===== config.mk =====
export PLATFORM = sky130hd
export DESIGN_NAME = touch_calibrate_and_key_hit_flat
export DESIGN_NICKNAME = d
export VERILOG_FILES = /design/src/hdl/tcak_pkg.sv /design/src/hdl/tcak_if.sv /design/src/hdl/tcak_scale.sv /design/src/hdl/tcak_keys.sv /design/src/hdl/touch_calibrate_and_key_hit.sv /design/src/flat_wrapper.sv
export SDC_FILE = /design/constraint.sdc
export NUM_CORES = 2
export LEC_CHECK = 0
export ABC_AREA = 1
export BUFFER_PORTS_ARGS = -buffer_cell sky130_fd_sc_hd__clkbuf_2
export CAP_MARGIN = 25
export CORE_UTILIZATION = 63
export DETAILED_ROUTE_END_ITERATION = 6
export GPL_TIMING_DRIVEN = 0
export PLACE_DENSITY = 0.83
export SLEW_MARGIN = 30
export SYNTH_ARGS = -nofsm -noshare
export SYNTH_HDL_FRONTEND = slang
export SYNTH_HIERARCHICAL = 1
export SYNTH_SLANG_ARGS = --single-unit

===== constraint.sdc =====
create_clock -name clk -period 4.5 [get_ports clk]
set_clock_uncertainty 0.15 [all_clocks]
set_input_delay 0.45 -clock clk [delete_from_list [all_inputs] [get_ports clk]]
set_output_delay 0.45 -clock clk [all_outputs]
set_load 0.02 [all_outputs]

===== src/hdl/tcak_pkg.sv =====
// tcak_pkg: shared constants, codes, types and helpers for the touch
// calibration and key hit block. No dependencies.
`default_nettype none

package tcak_pkg;

  localparam int COORD_W    = 10;
  localparam int CMD_W      = 2;
  localparam int SLOT_W     = 4;
  localparam int IDX_W      = 4;
  localparam int CFG_IDX_W  = 3;
  localparam int CFG_DATA_W = 10;

  localparam int DEF_SCREEN_WIDTH  = 320;
  localparam int DEF_SCREEN_HEIGHT = 240;
  localparam int DEF_KEY_COUNT     = 16;

  localparam int CAL_MARGIN = 10;
  localparam int CAL_OFFSET = 5;

  // scaler widths: span is at most 1014, differences lie in -1023..1023
  localparam int SPAN_W = 10;
  localparam int MAG_W  = 10;
  localparam int DIFF_W = MAG_W + 1;
  localparam int PROD_W = MAG_W + SPAN_W;
  localparam int QUO_W  = PROD_W + 1;
  localparam int CW     = QUO_W + 2;

  localparam logic [CMD_W-1:0] CMD_PEN_DOWN = 2'd0;
  localparam logic [CMD_W-1:0] CMD_PEN_UP   = 2'd1;
  localparam logic [CMD_W-1:0] CMD_LOAD     = 2'd2;

  localparam logic [CFG_IDX_W-1:0] CFG_CAL_FIRST_X  = 3'd0;
  localparam logic [CFG_IDX_W-1:0] CFG_CAL_FIRST_Y  = 3'd1;
  localparam logic [CFG_IDX_W-1:0] CFG_CAL_SECOND_X = 3'd2;
  localparam logic [CFG_IDX_W-1:0] CFG_CAL_SECOND_Y = 3'd3;
  localparam logic [CFG_IDX_W-1:0] CFG_CALIBRATED   = 3'd4;
  localparam logic [CFG_IDX_W-1:0] CFG_ORIGIN_X     = 3'd5;
  localparam logic [CFG_IDX_W-1:0] CFG_ORIGIN_Y     = 3'd6;

  typedef struct packed {
    logic [COORD_W-1:0] left;
    logic [COORD_W-1:0] top;
    logic [COORD_W-1:0] width;
    logic [COORD_W-1:0] height;
  } key_rect_t;

  typedef struct packed {
    logic              we;
    logic [SLOT_W-1:0] slot;
    key_rect_t         rect;
  } key_load_t;

  typedef struct packed {
    logic               start;
    logic [COORD_W-1:0] x;
    logic [COORD_W-1:0] y;
  } key_req_t;

  typedef struct packed {
    logic             busy;
    logic             hit;
    logic [IDX_W-1:0] index;
  } key_res_t;

  typedef struct packed {
    logic              start;
    logic [DIFF_W-1:0] num;
    logic [DIFF_W-1:0] den;
  } scale_req_t;

  typedef struct packed {
    logic             busy;
    logic [QUO_W-1:0] quo;
  } scale_res_t;

  // clamp a signed screen coordinate to 0..size-1
  function automatic logic [COORD_W-1:0] clamp_coord(input logic signed [CW-1:0] v,
                                                     input int size);
    logic signed [CW-1:0] lim;
    lim = CW'(size);
    if (v < 0) begin
      return '0;
    end else if (v >= lim) begin
      return COORD_W'(size - 1);
    end else begin
      return v[COORD_W-1:0];
    end
  endfunction

endpackage

`default_nettype wire


===== src/hdl/tcak_if.sv =====
// tcak_in_if and tcak_out_if: valid/ready channels for the touch block.
// Depends on tcak_pkg for field widths.
`default_nettype none

interface tcak_in_if;
  import tcak_pkg::*;
  logic               valid;
  logic               ready;
  logic [CMD_W-1:0]   command;
  logic [COORD_W-1:0] raw_x;
  logic [COORD_W-1:0] raw_y;
  logic [SLOT_W-1:0]  key_slot;
  logic [COORD_W-1:0] key_left;
  logic [COORD_W-1:0] key_top;
  logic [COORD_W-1:0] key_width;
  logic [COORD_W-1:0] key_height;

  modport source (output valid, command, raw_x, raw_y, key_slot, key_left, key_top,
                  key_width, key_height, input ready);
  modport sink (input valid, command, raw_x, raw_y, key_slot, key_left, key_top,
                key_width, key_height, output ready);
endinterface

interface tcak_out_if;
  import tcak_pkg::*;
  logic               valid;
  logic               ready;
  logic               pressed;
  logic [COORD_W-1:0] pos_x;
  logic [COORD_W-1:0] pos_y;
  logic               key_hit;
  logic [IDX_W-1:0]   key_index;

  modport source (output valid, pressed, pos_x, pos_y, key_hit, key_index, input ready);
  modport sink (input valid, pressed, pos_x, pos_y, key_hit, key_index, output ready);
endinterface

`default_nettype wire


===== src/hdl/tcak_scale.sv =====
// tcak_scale: sign-magnitude num*SPAN/den, shift-add multiply one span bit
// a cycle then restoring division one quotient bit a cycle. Uses tcak_pkg.
`default_nettype none

module tcak_scale #(
  parameter int SPAN = tcak_pkg::DEF_SCREEN_HEIGHT - tcak_pkg::CAL_MARGIN
) (
  input  wire                     clk,
  input  wire                     rst_n,
  input  tcak_pkg::scale_req_t    req,
  output tcak_pkg::scale_res_t    res
);
  import tcak_pkg::*;

  localparam int CNT_W = $clog2(PROD_W);
  localparam logic [1:0] S_IDLE = 2'd0;
  localparam logic [1:0] S_MUL  = 2'd1;
  localparam logic [1:0] S_DIV  = 2'd2;

  logic [1:0]        state_r, state_nxt;
  logic [CNT_W-1:0]  cnt_r, cnt_nxt;
  logic [PROD_W-1:0] mcand_r, mcand_nxt;
  logic [SPAN_W-1:0] mplier_r, mplier_nxt;
  logic [PROD_W-1:0] acc_r, acc_nxt;
  logic [MAG_W-1:0]  rem_r, rem_nxt;
  logic [MAG_W-1:0]  dmag_r, dmag_nxt;
  logic              neg_r, neg_nxt;
  logic              zero_r, zero_nxt;

  logic [DIFF_W-1:0] num_abs, den_abs;
  logic [MAG_W:0]    rem_sh;
  logic              q_bit;
  logic signed [QUO_W-1:0] qmag;

  assign num_abs = req.num[DIFF_W-1] ? (~req.num + 1'b1) : req.num;
  assign den_abs = req.den[DIFF_W-1] ? (~req.den + 1'b1) : req.den;
  assign rem_sh  = {rem_r, acc_r[PROD_W-1]};
  assign q_bit   = (rem_sh >= {1'b0, dmag_r});

  always_comb begin
    state_nxt  = state_r;
    cnt_nxt    = cnt_r;
    mcand_nxt  = mcand_r;
    mplier_nxt = mplier_r;
    acc_nxt    = acc_r;
    rem_nxt    = rem_r;
    dmag_nxt   = dmag_r;
    neg_nxt    = neg_r;
    zero_nxt   = zero_r;
    unique case (state_r)
      S_IDLE: begin
        if (req.start) begin
          state_nxt  = S_MUL;
          cnt_nxt    = '0;
          mcand_nxt  = PROD_W'(num_abs[MAG_W-1:0]);
          mplier_nxt = SPAN_W'(SPAN);
          acc_nxt    = '0;
          dmag_nxt   = den_abs[MAG_W-1:0];
          neg_nxt    = req.num[DIFF_W-1] ^ req.den[DIFF_W-1];
          zero_nxt   = (req.den == '0);
        end
      end
      S_MUL: begin
        if (mplier_r[0]) begin
          acc_nxt = acc_r + mcand_r;
        end
        mcand_nxt  = {mcand_r[PROD_W-2:0], 1'b0};
        mplier_nxt = {1'b0, mplier_r[SPAN_W-1:1]};
        cnt_nxt    = cnt_r + 1'b1;
        if (cnt_r == CNT_W'(SPAN_W - 1)) begin
          state_nxt = S_DIV;
          cnt_nxt   = '0;
          rem_nxt   = '0;
        end
      end
      S_DIV: begin
        // dividend leaves at the top, quotient bits enter at the bottom
        rem_nxt = q_bit ? MAG_W'(rem_sh - {1'b0, dmag_r}) : rem_sh[MAG_W-1:0];
        acc_nxt = {acc_r[PROD_W-2:0], q_bit};
        cnt_nxt = cnt_r + 1'b1;
        if (cnt_r == CNT_W'(PROD_W - 1)) begin
          state_nxt = S_IDLE;
        end
      end
      default: state_nxt = S_IDLE;
    endcase
  end

  always_ff @(posedge clk) begin
    if (!rst_n) begin
      state_r <= S_IDLE;
      cnt_r   <= '0;
    end else begin
      state_r <= state_nxt;
      cnt_r   <= cnt_nxt;
    end
  end

  always_ff @(posedge clk) begin
    mcand_r  <= mcand_nxt;
    mplier_r <= mplier_nxt;
    acc_r    <= acc_nxt;
    rem_r    <= rem_nxt;
    dmag_r   <= dmag_nxt;
    neg_r    <= neg_nxt;
    zero_r   <= zero_nxt;
  end

  assign qmag     = {1'b0, acc_r};
  assign res.busy = (state_r != S_IDLE);
  assign res.quo  = zero_r ? '0 : (neg_r ? -qmag : qmag);

endmodule

`default_nettype wire


===== src/hdl/tcak_keys.sv =====
// tcak_keys: key rectangle memory with per-entry valid bits and a scan
// that tests one entry a cycle, lowest index first. Uses tcak_pkg.
`default_nettype none

module tcak_keys #(
  parameter int KEY_COUNT = tcak_pkg::DEF_KEY_COUNT
) (
  input  wire                  clk,
  input  wire                  rst_n,
  input  tcak_pkg::key_load_t  load,
  input  tcak_pkg::key_req_t   req,
  output tcak_pkg::key_res_t   res
);
  import tcak_pkg::*;

  localparam int AW = (KEY_COUNT > 1) ? $clog2(KEY_COUNT) : 1;
  localparam int SW = ((AW > SLOT_W) ? AW : SLOT_W) + 1;
  localparam logic [AW-1:0] LAST = AW'(KEY_COUNT - 1);

  key_rect_t          mem [KEY_COUNT];
  key_rect_t          rd_r;
  logic [KEY_COUNT-1:0] valid_r;

  logic               busy_r, issue_r, cmp_v_r, rdv_r, hit_r;
  logic [AW-1:0]      a_r, ridx_r, hidx_r;
  logic [COORD_W-1:0] x_r, y_r;

  logic [SW-1:0]      slot_w, hidx_w;
  logic               in_range;
  logic [AW-1:0]      waddr;
  logic [COORD_W:0]   right, bottom;
  logic               match;

  assign slot_w   = SW'(load.slot);
  assign in_range = (slot_w < SW'(KEY_COUNT));
  assign waddr    = slot_w[AW-1:0];

  always_ff @(posedge clk) begin
    if (load.we && in_range) begin
      mem[waddr] <= load.rect;
    end
    rd_r <= mem[a_r];
  end

  always_ff @(posedge clk) begin
    if (!rst_n) begin
      valid_r <= '0;
    end else if (load.we && in_range) begin
      valid_r[waddr] <= 1'b1;
    end
  end

  assign right  = {1'b0, rd_r.left} + {1'b0, rd_r.width};
  assign bottom = {1'b0, rd_r.top} + {1'b0, rd_r.height};
  assign match  = rdv_r && (x_r >= rd_r.left) && ({1'b0, x_r} <= right) &&
                  (y_r >= rd_r.top) && ({1'b0, y_r} <= bottom);

  always_ff @(posedge clk) begin
    if (!rst_n) begin
      busy_r  <= 1'b0;
      issue_r <= 1'b0;
      cmp_v_r <= 1'b0;
      hit_r   <= 1'b0;
      a_r     <= '0;
    end else if (req.start) begin
      busy_r  <= 1'b1;
      issue_r <= 1'b1;
      cmp_v_r <= 1'b0;
      hit_r   <= 1'b0;
      hidx_r  <= '0;
      a_r     <= '0;
      x_r     <= req.x;
      y_r     <= req.y;
    end else if (busy_r) begin
      if (cmp_v_r && match) begin
        hit_r   <= 1'b1;
        hidx_r  <= ridx_r;
        busy_r  <= 1'b0;
        issue_r <= 1'b0;
        cmp_v_r <= 1'b0;
      end else begin
        // read issue runs one entry ahead of the compare
        if (issue_r) begin
          rdv_r   <= valid_r[a_r];
          ridx_r  <= a_r;
          cmp_v_r <= 1'b1;
          if (a_r == LAST) begin
            issue_r <= 1'b0;
          end else begin
            a_r <= a_r + 1'b1;
          end
        end else begin
          cmp_v_r <= 1'b0;
        end
        if (cmp_v_r && (ridx_r == LAST)) begin
          busy_r <= 1'b0;
        end
      end
    end
  end

  assign hidx_w    = SW'(hidx_r);
  assign res.busy  = busy_r;
  assign res.hit   = hit_r;
  assign res.index = hit_r ? hidx_w[IDX_W-1:0] : '0;

endmodule

`default_nettype wire


===== src/hdl/touch_calibrate_and_key_hit.sv =====
// touch_calibrate_and_key_hit: top level. Uses tcak_pkg, tcak_in_if,
// tcak_out_if, tcak_scale (two instances) and tcak_keys.
//
// Usage: commands arrive on in_ch (valid/ready). A pen-down sample is mapped
// through the two-point calibration when calibrated is set, or passed raw,
// then tested against the key rectangles; a pen-up repeats the last position
// with no hit. Each gives one transaction on out_ch. A key load writes the
// rectangle table in the accepting cycle and gives no transaction.
// Registers are written over cfg_we/cfg_index/cfg_data; the user must do so only
// while idle, the block does not enforce it. Path to out_ch.valid: a pen-up goes
// straight to the done state; an uncalibrated pen-down passes the origin check,
// then the key scan unless the point lies left of or above the origin; a
// calibrated pen-down first runs the serial scalers (10 multiply and 20 division
// steps) plus finish and clamp, then the one-entry-a-cycle key scan, which stops
// at the first hit. One item is in work at a time; in_ch.ready is high only when
// idle and rises in the same cycle as out_ch.valid, so the next item may follow.
// A finished transaction sits in the output register while the next item is
// taken; if the receiver still stalls when the following result is ready,
// that result waits in place and in_ch stays not ready.
// Reset clears the registers, last position, key valid bits and both
// channels' control state.
`default_nettype none

module touch_calibrate_and_key_hit #(
  parameter int SCREEN_WIDTH  = tcak_pkg::DEF_SCREEN_WIDTH,
  parameter int SCREEN_HEIGHT = tcak_pkg::DEF_SCREEN_HEIGHT,
  parameter int KEY_COUNT     = tcak_pkg::DEF_KEY_COUNT
) (
  input  wire                                clk,
  input  wire                                rst_n,
  tcak_in_if.sink                            in_ch,
  tcak_out_if.source                         out_ch,
  input  wire                                cfg_we,
  input  wire [tcak_pkg::CFG_IDX_W-1:0]      cfg_index,
  input  wire [tcak_pkg::CFG_DATA_W-1:0]     cfg_data
);
  import tcak_pkg::*;

  localparam logic [2:0] ST_IDLE = 3'd0;
  localparam logic [2:0] ST_CALC = 3'd1;
  localparam logic [2:0] ST_FIN  = 3'd2;
  localparam logic [2:0] ST_ORIG = 3'd3;
  localparam logic [2:0] ST_SCAN = 3'd4;
  localparam logic [2:0] ST_DONE = 3'd5;

  logic [COORD_W-1:0] cal_first_x_r, cal_first_y_r, cal_second_x_r, cal_second_y_r;
  logic [COORD_W-1:0] origin_x_r, origin_y_r;
  logic               calibrated_r;

  logic [2:0]         state_r;
  logic [COORD_W-1:0] last_x_r, last_y_r;
  logic               res_pressed_r, res_hit_r;
  logic [IDX_W-1:0]   res_index_r;

  logic               out_valid_r, out_pressed_r, out_hit_r;
  logic [COORD_W-1:0] out_x_r, out_y_r;
  logic [IDX_W-1:0]   out_index_r;

  logic               accept, out_free;
  scale_req_t         sx_req, sy_req;
  scale_res_t         sx_res, sy_res;
  key_load_t          kload;
  key_req_t           kreq;
  key_res_t           kres;

  logic signed [CW-1:0] tx_s, ty_s;
  logic [COORD_W:0]     dx, dy;

  assign in_ch.ready = (state_r == ST_IDLE);
  assign accept      = in_ch.valid && in_ch.ready;
  assign out_free    = !out_valid_r || out_ch.ready;

  // configuration registers
  always_ff @(posedge clk) begin
    if (!rst_n) begin
      cal_first_x_r  <= '0;
      cal_first_y_r  <= '0;
      cal_second_x_r <= '0;
      cal_second_y_r <= '0;
      calibrated_r   <= 1'b0;
      origin_x_r     <= '0;
      origin_y_r     <= '0;
    end else if (cfg_we) begin
      unique case (cfg_index)
        CFG_CAL_FIRST_X:  cal_first_x_r  <= cfg_data;
        CFG_CAL_FIRST_Y:  cal_first_y_r  <= cfg_data;
        CFG_CAL_SECOND_X: cal_second_x_r <= cfg_data;
        CFG_CAL_SECOND_Y: cal_second_y_r <= cfg_data;
        CFG_CALIBRATED:   calibrated_r   <= cfg_data[0];
        CFG_ORIGIN_X:     origin_x_r     <= cfg_data;
        CFG_ORIGIN_Y:     origin_y_r     <= cfg_data;
        default: ;
      endcase
    end
  end

  // calibration scalers, started at acceptance of a calibrated sample
  assign sy_req.start = accept && (in_ch.command == CMD_PEN_DOWN) && calibrated_r;
  assign sy_req.num   = DIFF_W'({1'b0, in_ch.raw_y}) - DIFF_W'({1'b0, cal_first_y_r});
  assign sy_req.den   = DIFF_W'({1'b0, cal_second_y_r}) - DIFF_W'({1'b0, cal_first_y_r});
  assign sx_req.start = sy_req.start;
  assign sx_req.num   = DIFF_W'({1'b0, in_ch.raw_x}) - DIFF_W'({1'b0, cal_second_x_r});
  assign sx_req.den   = DIFF_W'({1'b0, cal_first_x_r}) - DIFF_W'({1'b0, cal_second_x_r});

  tcak_scale #(.SPAN(SCREEN_WIDTH - CAL_MARGIN)) u_scale_x (
    .clk   (clk),
    .rst_n (rst_n),
    .req   (sx_req),
    .res   (sx_res)
  );

  tcak_scale #(.SPAN(SCREEN_HEIGHT - CAL_MARGIN)) u_scale_y (
    .clk   (clk),
    .rst_n (rst_n),
    .req   (sy_req),
    .res   (sy_res)
  );

  assign ty_s = $signed(CW'($signed(sy_res.quo))) + $signed(CW'(CAL_OFFSET));
  assign tx_s = $signed(CW'(SCREEN_WIDTH)) - $signed(CW'($signed(sx_res.quo)))
                - $signed(CW'(CAL_OFFSET));

  // point relative to the window origin; top bit set means negative
  assign dx = {1'b0, last_x_r} - {1'b0, origin_x_r};
  assign dy = {1'b0, last_y_r} - {1'b0, origin_y_r};

  assign kload.we          = accept && (in_ch.command == CMD_LOAD);
  assign kload.slot        = in_ch.key_slot;
  assign kload.rect.left   = in_ch.key_left;
  assign kload.rect.top    = in_ch.key_top;
  assign kload.rect.width  = in_ch.key_width;
  assign kload.rect.height = in_ch.key_height;

  assign kreq.start = (state_r == ST_ORIG) && !dx[COORD_W] && !dy[COORD_W];
  assign kreq.x     = dx[COORD_W-1:0];
  assign kreq.y     = dy[COORD_W-1:0];

  tcak_keys #(.KEY_COUNT(KEY_COUNT)) u_keys (
    .clk   (clk),
    .rst_n (rst_n),
    .load  (kload),
    .req   (kreq),
    .res   (kres)
  );

  always_ff @(posedge clk) begin
    if (!rst_n) begin
      state_r     <= ST_IDLE;
      last_x_r    <= '0;
      last_y_r    <= '0;
      out_valid_r <= 1'b0;
    end else begin
      // a result in ST_DONE refills the output register itself
      if (out_valid_r && out_ch.ready && (state_r != ST_DONE)) begin
        out_valid_r <= 1'b0;
      end
      unique case (state_r)
        ST_IDLE: begin
          if (accept) begin
            if (in_ch.command == CMD_PEN_DOWN) begin
              res_pressed_r <= 1'b1;
              if (calibrated_r) begin
                state_r <= ST_CALC;
              end else begin
                last_x_r <= in_ch.raw_x;
                last_y_r <= in_ch.raw_y;
                state_r  <= ST_ORIG;
              end
            end else if (in_ch.command == CMD_PEN_UP) begin
              res_pressed_r <= 1'b0;
              res_hit_r     <= 1'b0;
              res_index_r   <= '0;
              state_r       <= ST_DONE;
            end
          end
        end
        ST_CALC: begin
          if (!sx_res.busy && !sy_res.busy) begin
            state_r <= ST_FIN;
          end
        end
        ST_FIN: begin
          last_x_r <= clamp_coord(tx_s, SCREEN_WIDTH);
          last_y_r <= clamp_coord(ty_s, SCREEN_HEIGHT);
          state_r  <= ST_ORIG;
        end
        ST_ORIG: begin
          if (kreq.start) begin
            state_r <= ST_SCAN;
          end else begin
            res_hit_r   <= 1'b0;
            res_index_r <= '0;
            state_r     <= ST_DONE;
          end
        end
        ST_SCAN: begin
          if (!kres.busy) begin
            res_hit_r   <= kres.hit;
            res_index_r <= kres.index;
            state_r     <= ST_DONE;
          end
        end
        ST_DONE: begin
          if (out_free) begin
            out_valid_r   <= 1'b1;
            out_pressed_r <= res_pressed_r;
            out_x_r       <= last_x_r;
            out_y_r       <= last_y_r;
            out_hit_r     <= res_hit_r;
            out_index_r   <= res_index_r;
            state_r       <= ST_IDLE;
          end
        end
        default: state_r <= ST_IDLE;
      endcase
    end
  end

  assign out_ch.valid     = out_valid_r;
  assign out_ch.pressed   = out_pressed_r;
  assign out_ch.pos_x     = out_x_r;
  assign out_ch.pos_y     = out_y_r;
  assign out_ch.key_hit   = out_hit_r;
  assign out_ch.key_index = out_index_r;

endmodule

`default_nettype wire


===== src/flat_wrapper.sv =====
// flat-port wrapper written by rule: the top's interface ports become plain ports
module touch_calibrate_and_key_hit_flat import tcak_pkg::*;
#(
  parameter int SCREEN_WIDTH  = tcak_pkg::DEF_SCREEN_WIDTH,
  parameter int SCREEN_HEIGHT = tcak_pkg::DEF_SCREEN_HEIGHT,
  parameter int KEY_COUNT     = tcak_pkg::DEF_KEY_COUNT
)
  (clk, rst_n, cfg_we, cfg_index, cfg_data, in_ch_valid, in_ch_command, in_ch_raw_x, in_ch_raw_y, in_ch_key_slot, in_ch_key_left, in_ch_key_top, in_ch_key_width, in_ch_key_height, in_ch_ready, out_ch_valid, out_ch_pressed, out_ch_pos_x, out_ch_pos_y, out_ch_key_hit, out_ch_key_index, out_ch_ready);
  tcak_in_if in_ch_i ();
  tcak_out_if out_ch_i ();
  input  wire clk;
  input  wire rst_n;
  input  wire cfg_we;
  input  wire [tcak_pkg::CFG_IDX_W-1:0] cfg_index;
  input  wire [tcak_pkg::CFG_DATA_W-1:0] cfg_data;
  input wire logic [$bits(in_ch_i.valid)-1:0] in_ch_valid;
  input wire logic [$bits(in_ch_i.command)-1:0] in_ch_command;
  input wire logic [$bits(in_ch_i.raw_x)-1:0] in_ch_raw_x;
  input wire logic [$bits(in_ch_i.raw_y)-1:0] in_ch_raw_y;
  input wire logic [$bits(in_ch_i.key_slot)-1:0] in_ch_key_slot;
  input wire logic [$bits(in_ch_i.key_left)-1:0] in_ch_key_left;
  input wire logic [$bits(in_ch_i.key_top)-1:0] in_ch_key_top;
  input wire logic [$bits(in_ch_i.key_width)-1:0] in_ch_key_width;
  input wire logic [$bits(in_ch_i.key_height)-1:0] in_ch_key_height;
  output wire logic [$bits(in_ch_i.ready)-1:0] in_ch_ready;
  output wire logic [$bits(out_ch_i.valid)-1:0] out_ch_valid;
  output wire logic [$bits(out_ch_i.pressed)-1:0] out_ch_pressed;
  output wire logic [$bits(out_ch_i.pos_x)-1:0] out_ch_pos_x;
  output wire logic [$bits(out_ch_i.pos_y)-1:0] out_ch_pos_y;
  output wire logic [$bits(out_ch_i.key_hit)-1:0] out_ch_key_hit;
  output wire logic [$bits(out_ch_i.key_index)-1:0] out_ch_key_index;
  input wire logic [$bits(out_ch_i.ready)-1:0] out_ch_ready;
  assign in_ch_i.valid = in_ch_valid;
  assign in_ch_i.command = in_ch_command;
  assign in_ch_i.raw_x = in_ch_raw_x;
  assign in_ch_i.raw_y = in_ch_raw_y;
  assign in_ch_i.key_slot = in_ch_key_slot;
  assign in_ch_i.key_left = in_ch_key_left;
  assign in_ch_i.key_top = in_ch_key_top;
  assign in_ch_i.key_width = in_ch_key_width;
  assign in_ch_i.key_height = in_ch_key_height;
  assign in_ch_ready = in_ch_i.ready;
  assign out_ch_valid = out_ch_i.valid;
  assign out_ch_pressed = out_ch_i.pressed;
  assign out_ch_pos_x = out_ch_i.pos_x;
  assign out_ch_pos_y = out_ch_i.pos_y;
  assign out_ch_key_hit = out_ch_i.key_hit;
  assign out_ch_key_index = out_ch_i.key_index;
  assign out_ch_i.ready = out_ch_ready;
  touch_calibrate_and_key_hit #(.SCREEN_WIDTH(SCREEN_WIDTH), .SCREEN_HEIGHT(SCREEN_HEIGHT), .KEY_COUNT(KEY_COUNT)) u_core (.clk(clk), .rst_n(rst_n), .in_ch(in_ch_i), .out_ch(out_ch_i), .cfg_we(cfg_we), .cfg_index(cfg_index), .cfg_data(cfg_data));
endmodule

== Word level (Yosys, flattened, before mapping) ==
Memories as Yosys holds them, arrays and structs flattened. A register that Yosys moved wholly into a read port is not among the register bits.
Index checks and enable logic that the tools add are counted.

* Add/sub/neg operators: 24
* Order comparisons: 14
* Equal/unequal tests: 42
* Multiplexer cells: 95
* Bitwise logic cells: 11
* Reductions and logical operators: 73

{| class="wikitable"
|+ Operators by type and width
! cell !! number
|-
| 2-to-1 mux 10 bit || 20
|-
| case mux 10 bit (2 select lines) || 6
|-
| case mux 20 bit (3 select lines) || 2
|-
| 2-to-1 mux 20 bit || 5
|-
| 2-to-1 mux 21 bit || 4
|-
| case mux 20 bit (2 select lines) || 2
|-
| subtractor 10 x 10 -> 11 bit || 6
|-
| negation 20 -> 21 bit || 2
|-
| adder 10 x 1 -> 10 bit (second input constant) || 4
|-
| adder 20 bit || 2
|-
| NOT 10 bit || 4
|-
| AND reduction 2 bit || 17
|-
| 2-to-1 mux 4 bit || 8
|-
| case mux 5 bit (3 select lines) || 2
|-
| != test 2 bit (second input constant) || 13
|-
| 2-to-1 mux 1 bit || 24
|-
| greater-or-equal comparator 23 x 10 -> 1 bit (second input constant) || 1
|-
| < comparator 23 x 1 -> 1 bit (second input constant) || 1
|-
| subtractor 22 x 4 -> 23 bit (second input constant) || 1
|-
| adder 10 x 10 -> 11 bit || 2
|-
| adder 21 x 4 -> 22 bit (second input constant) || 1
|-
| greater-or-equal comparator 11 x 10 -> 1 bit || 2
|-
| greater-or-equal comparator 22 x 9 -> 1 bit (second input constant) || 1
|-
| <= comparator 10 x 11 -> 1 bit || 2
|-
| 43 further kinds || 127
|}

* Flip-flop bits (word level): 328
* Memory bits (writable): 640
* Output and inout bits: 28
* Memories kept: 1

{| class="wikitable"
|+ Memories
! memory !! depth !! bits a word !! rd ports !! clocked after Yosys merged registers in !! wr ports !! line !! source
|-
| u_core.u_keys.mem || 16 || 40 || 1 || 1 || 1 || tcak_keys.sv:20 || <nowiki>key_rect_t mem [KEY_COUNT];</nowiki>
|}

== Longest topological paths before layout ==
* Depth after elaboration: 9
* Gate-level depth with buffers: 24
* Depth with buffers taken out: 24

== Hierarchy ==
Netlist, hierarchy kept.

{| class="wikitable"
|+ By module, submodules not included
! module !! times used !! cells each !! area each (µm²)
|-
| tcak_keys || 1 || 2302 || 29278.1
|-
| touch_calibrate_and_key_hit || 1 || 1100 || 7925.1
|-
| tcak_scale at u_core.u_scale_x || 1 || 808 || 5973.2
|-
| tcak_scale at u_core.u_scale_y || 1 || 801 || 5936.9
|}

== Worst setup path after synthesis ==
No wires, ideal clock.

* Path kind: flip-flop to flip-flop
* Start: register u_core.state_r[0]
* End: memory u_core/u_keys/mem[11][0] (netlist bit), enable pin
* Setup time: 439 ps
* Arrival: 3208 ps
* Slack: 703 ps
* Cell stages (with the launch flop): 10
* Buffers on the path: 0
* Period minus slack after synthesis: 3797 ps
* Path through: dfxtp_1 -> nor2_2 -> inv_1 -> nor2_2 -> nand2_1 -> nor3_1 -> inv_1 -> nor3_1 -> inv_1 -> nor2_1

{| class="wikitable"
|+ RTL lines
! element !! line !! source
|-
| from (decl) || touch_calibrate_and_key_hit.sv:50 || <nowiki>logic [2:0] state_r;</nowiki>
|-
| from (signal assigned) || touch_calibrate_and_key_hit.sv:148 || <nowiki>state_r <= ST_IDLE;</nowiki>
|-
| from (signal assigned) || touch_calibrate_and_key_hit.sv:163 || <nowiki>state_r <= ST_CALC;</nowiki>
|-
| from (signal assigned) || touch_calibrate_and_key_hit.sv:167 || <nowiki>state_r <= ST_ORIG;</nowiki>
|-
| to (decl) || tcak_keys.sv:20 ||
|}

== Worst setup path in the final report ==
* Start: register u_core/u_keys/rd_r[12] (netlist name)
* End: register u_core.u_keys.ridx_r[1], enable pin

* Word-level cells in the longest chain between the ends: 8

{| class="wikitable"
|+ RTL lines
! element !! line !! source
|-
| adder 10 x 10 -> 11 bit || tcak_keys.sv:53 || <nowiki>assign right = {1'b0, rd_r.left} + {1'b0, rd_r.width};</nowiki>
|-
| <= comparator 10 x 11 -> 1 bit || tcak_keys.sv:55 || <nowiki>assign match = rdv_r && (x_r >= rd_r.left) && ({1'b0, x_r} <= right) &&</nowiki>
|-
| logical AND 1 bit (2 in a row) || tcak_keys.sv:55 ||
|-
| logical AND 1 bit || tcak_keys.sv:56 || <nowiki>(y_r >= rd_r.top) && ({1'b0, y_r} <= bottom);</nowiki>
|-
| logical AND 1 bit || tcak_keys.sv:75 || <nowiki>if (cmp_v_r && match) begin</nowiki>
|-
| NOT 1 bit (no source line) || n/a ||
|-
| AND reduction 5 bit (no source line) || n/a ||
|-
| to (signal assigned) || tcak_keys.sv:85 || <nowiki>ridx_r <= a_r;</nowiki>
|-
| to (decl) || tcak_keys.sv:25 || <nowiki>logic [AW-1:0] a_r, ridx_r, hidx_r;</nowiki>
|}

No other way between the ends.
A chain may end at the register's enable or synchronous reset.

==> impl_metrics.yaml <==
outcome:
  status: "finished, final reports clean"
yosys:
  synthArstFlopShare_pct: 0
  yosysTopAreaCellShare_pct: 51.5
  yosys_register_bits: 1005
  yosys_most_used_dff: "edfxtp_1"
  synth_area_um2: 49100
  synth.avg_cell_area_um2: 9.80
  syn_nets: 5307
  synthTopCellsByArea: "edfxtp_1 51%, dfxtp_1 6.6%, nand2_1 5.7%"
  synth_edf_count: 842
  synth_cell_types: 57
  yosys.area.top_type: "edfxtp_1"
  syn-instance-count: 5011
  seq_area_frac_synth_pct: 58.1
  ys_warn_count: 6
setup_path:
  cp_cell_sequence: "ha_1 > a21o_1 > a31oi_1 > o21ai_1 > a21oi_1 > nor2_1 > nor2_1 > xor2_1 > ha_1 > nand2_1 > nor2_1 > nand3_1 > nand2_1 > a21oi_1 > nand2_1 > nand4_2 > buf_6 > nand3_1 > nor2_1"
  cpPeakStageDelay_ns: 0.39
  startpoint_type: "flop"
  crit_arrival_ns: 4.09
  worstPathMaxFanout: 10
  reg2reg_depth: 19
  slowest_stage: "ha_1"
  crit_type: "reg -> reg"
  crit_top_cell: "nor2_1"
  worstSetupEndpointType: "flop"
  crit_required_ns: 4.69
die:
  rows: 102
  dieArea_um2: 79100
  coreArea_um2: 77300
  io_pins: 112
  die_w_um: 281
  die_y_um: 281
  start_util_pct: 63.5
power:
  total_power_w: 0.0263
  powerDensity_nw_per_um2: 473
  ir_worst_vdd_mv: 0.418
  p_leak_nw: 21.5
global_route:
  grt_pass1_wl_um: 213000
  antenna_found_initial: 22
  grt_usage_pct: 35.7
  grt_overflow: 0
  grt_max_degree: 22
  grt_pass1_vias: 38397
cts:
  clk_latency_ns: 0.72
  cts_tree: "done"
  cts_inserted_buffers: 98
  htreeDepth: 3
  clk_pin_slew_worst_paths_ns: 0.06
  post_cts_buffers: 0
  clockBufferDepth: 3
  numClockSinks: 1005
  ctsRootBufferMaster: "clkbuf_16"
routing:
  wl_um: 143000
  routedWlPerCell_um: 22.2
  antenna_left: 0
  drt_iter0_drc: 5275
  drc: 0
  vias: 40012
  via_per_inst: 6.23
  drtPass1Iterations: 7
timing:
  period_share_pct: 86.7
  drv_slew: 0
  fmax_mhz: 256
  worst_pin_slew_ns: 1.16
  period_minus_slack_ns: 3.90
  setup_viol: 0
  slew_headroom_pct: 22.4
  rsz0062_at_grt: "false"
  fin_ws_ns: 0.599
  hold_viol_final: 0
final_layout:
  stdcell_count: 6420
  layout_commonest_cell: "edfxtp_1"
  final_nets: 5585
  drive_gt1_share_pct: 8.83
  layout_common_cells: "842 x edfxtp_1, 745 x nand2_1, 674 x nor2_1"
  area_growth_pct: 13.3
placed_design:
  io_buffers: 111
  hpwl_um: 98900
  place_ws_ns: 0.668
  gp_congestion: 0.937
  dp_cells: 6202
worst_hold_path:
  whs_path_depth: 3
  hold_class: "in -> reg"
job:
  maxCapViolCount: 0
metal layers:
layer / up-vias / GRT usage, % / share of wire (%)
li1: 17941 / - / -
met1: 18558 / 43.5 / 35
met2: 2798 / 57.5 / 46
met3: 695 / 8.71 / 12
met4: 20 / 21.4 / 6.1
met5: - / 0 / 0.096
sequential cells by signal, indices dropped and copies added (netlist names), 16 cells and up:
name                      count
u_core/u_keys/valid_r        16
u_core/u_keys/rd_r           40
u_core/u_scale_x/mcand_r     20
u_core/u_scale_y/acc_r       20
u_core/u_keys/mem           640
u_core/u_scale_y/mcand_r     20
u_core/u_scale_x/acc_r       20
cell usage after synthesis, types with 11 or more instances:
master      n
clkbuf_1  136
inv_1     503
buf_1      13
edfxtp_1  842
nand3_1   210
buf_2      32
xnor2_1    31
dfxtp_1   163
nand4_1    37
ha_1      200
inv_2      15
nand2_1   745
fa_1       12
xor2_1     91
o22ai_1    98
nand2_2    20
nand3b_1   17
a21o_1     11
o31ai_1    11
a31oi_1    12
o21ai_0   508
o21ai_1    22
o221ai_1   67
nor3_1     47
o21bai_1   13
o211ai_1   16
a21oi_1   321
nor2_1    692
or2_2      22
nor2_2     15
repair_timing:
item	in CTS	in global routing
resized for setup	0	0
endpoints found under the hold margin	62	0
hold buffers	27	0
worst max-delay path: cells and delay by family, from the launching register on:
kind,cells,cell delay [ns]
buf+inv,1,0.17
fa+ha+maj,2,0.65
xor+xnor,1,0.20
simple gates,10,1.20
flops,1,0.34
compound gates,5,0.84
through the flow:
stage	TNS, ns	cell area [um2]	hold slack, ns	util (%)
2_1_floorplan	0	49100	0.250	-
3_3_place_gp	-755.17	51000	0.256	65.9
6_report	0	55600	0.0208	71.9
3_5_place_dp	0	52100	0.270	67.4
4_1_cts	0	55600	0.00301	71.9
5_1_grt	0	55600	0.0191	71.9
report_power, final:
part	internal (W)	leakage, nW	switching [W]
logic	0.00218	11.0	0.00426
clock network	0.00459	1.56	0.00364
registers	0.0109	8.96	0.000690
cells by family after synthesis:
| group | synth area share (%) |
|---|---|
| simple gates | 15.9 |
| flops | 58.1 |
| xor+xnor | 2.18 |
| fa+ha+maj | 5.58 |
| compound gates | 12.5 |
| buf+inv | 5.66 |
final cells by class:
| cell class | count | area, um2 |
|---|---|---|
| Sequential cell | 1005 | 28500 |
| Fill cell | 5209 | 21700 |
| Multi-Input combinational cell | 3291 | 18000 |
| Clock buffer | 124 | 2680 |
| Inverter | 521 | 1960 |
| Timing Repair Buffer | 178 | 1790 |
| Tap cell | 1040 | 1300 |
| Buffer | 194 | 823 |
| Clock inverter | 54 | 558 |
| Antenna cell | 13 | 32.5 |
worst paths after layout:
check | endpoint | slack [ns] | from
max | u_core/u_keys/ridx_r[1] | 0.60 | u_core/u_keys/rd_r[12]
min | u_core/last_x_r[9] | 0.02 | in_ch_raw_x[9]
max reg2reg | u_core/u_keys/ridx_r[1] | 0.60 | u_core/u_keys/rd_r[12]
min reg2reg | u_core/out_ch.key_index[0] | 0.26 | u_core/res_index_r[0]
Note: power is estimated with default switching activity, not from simulation.
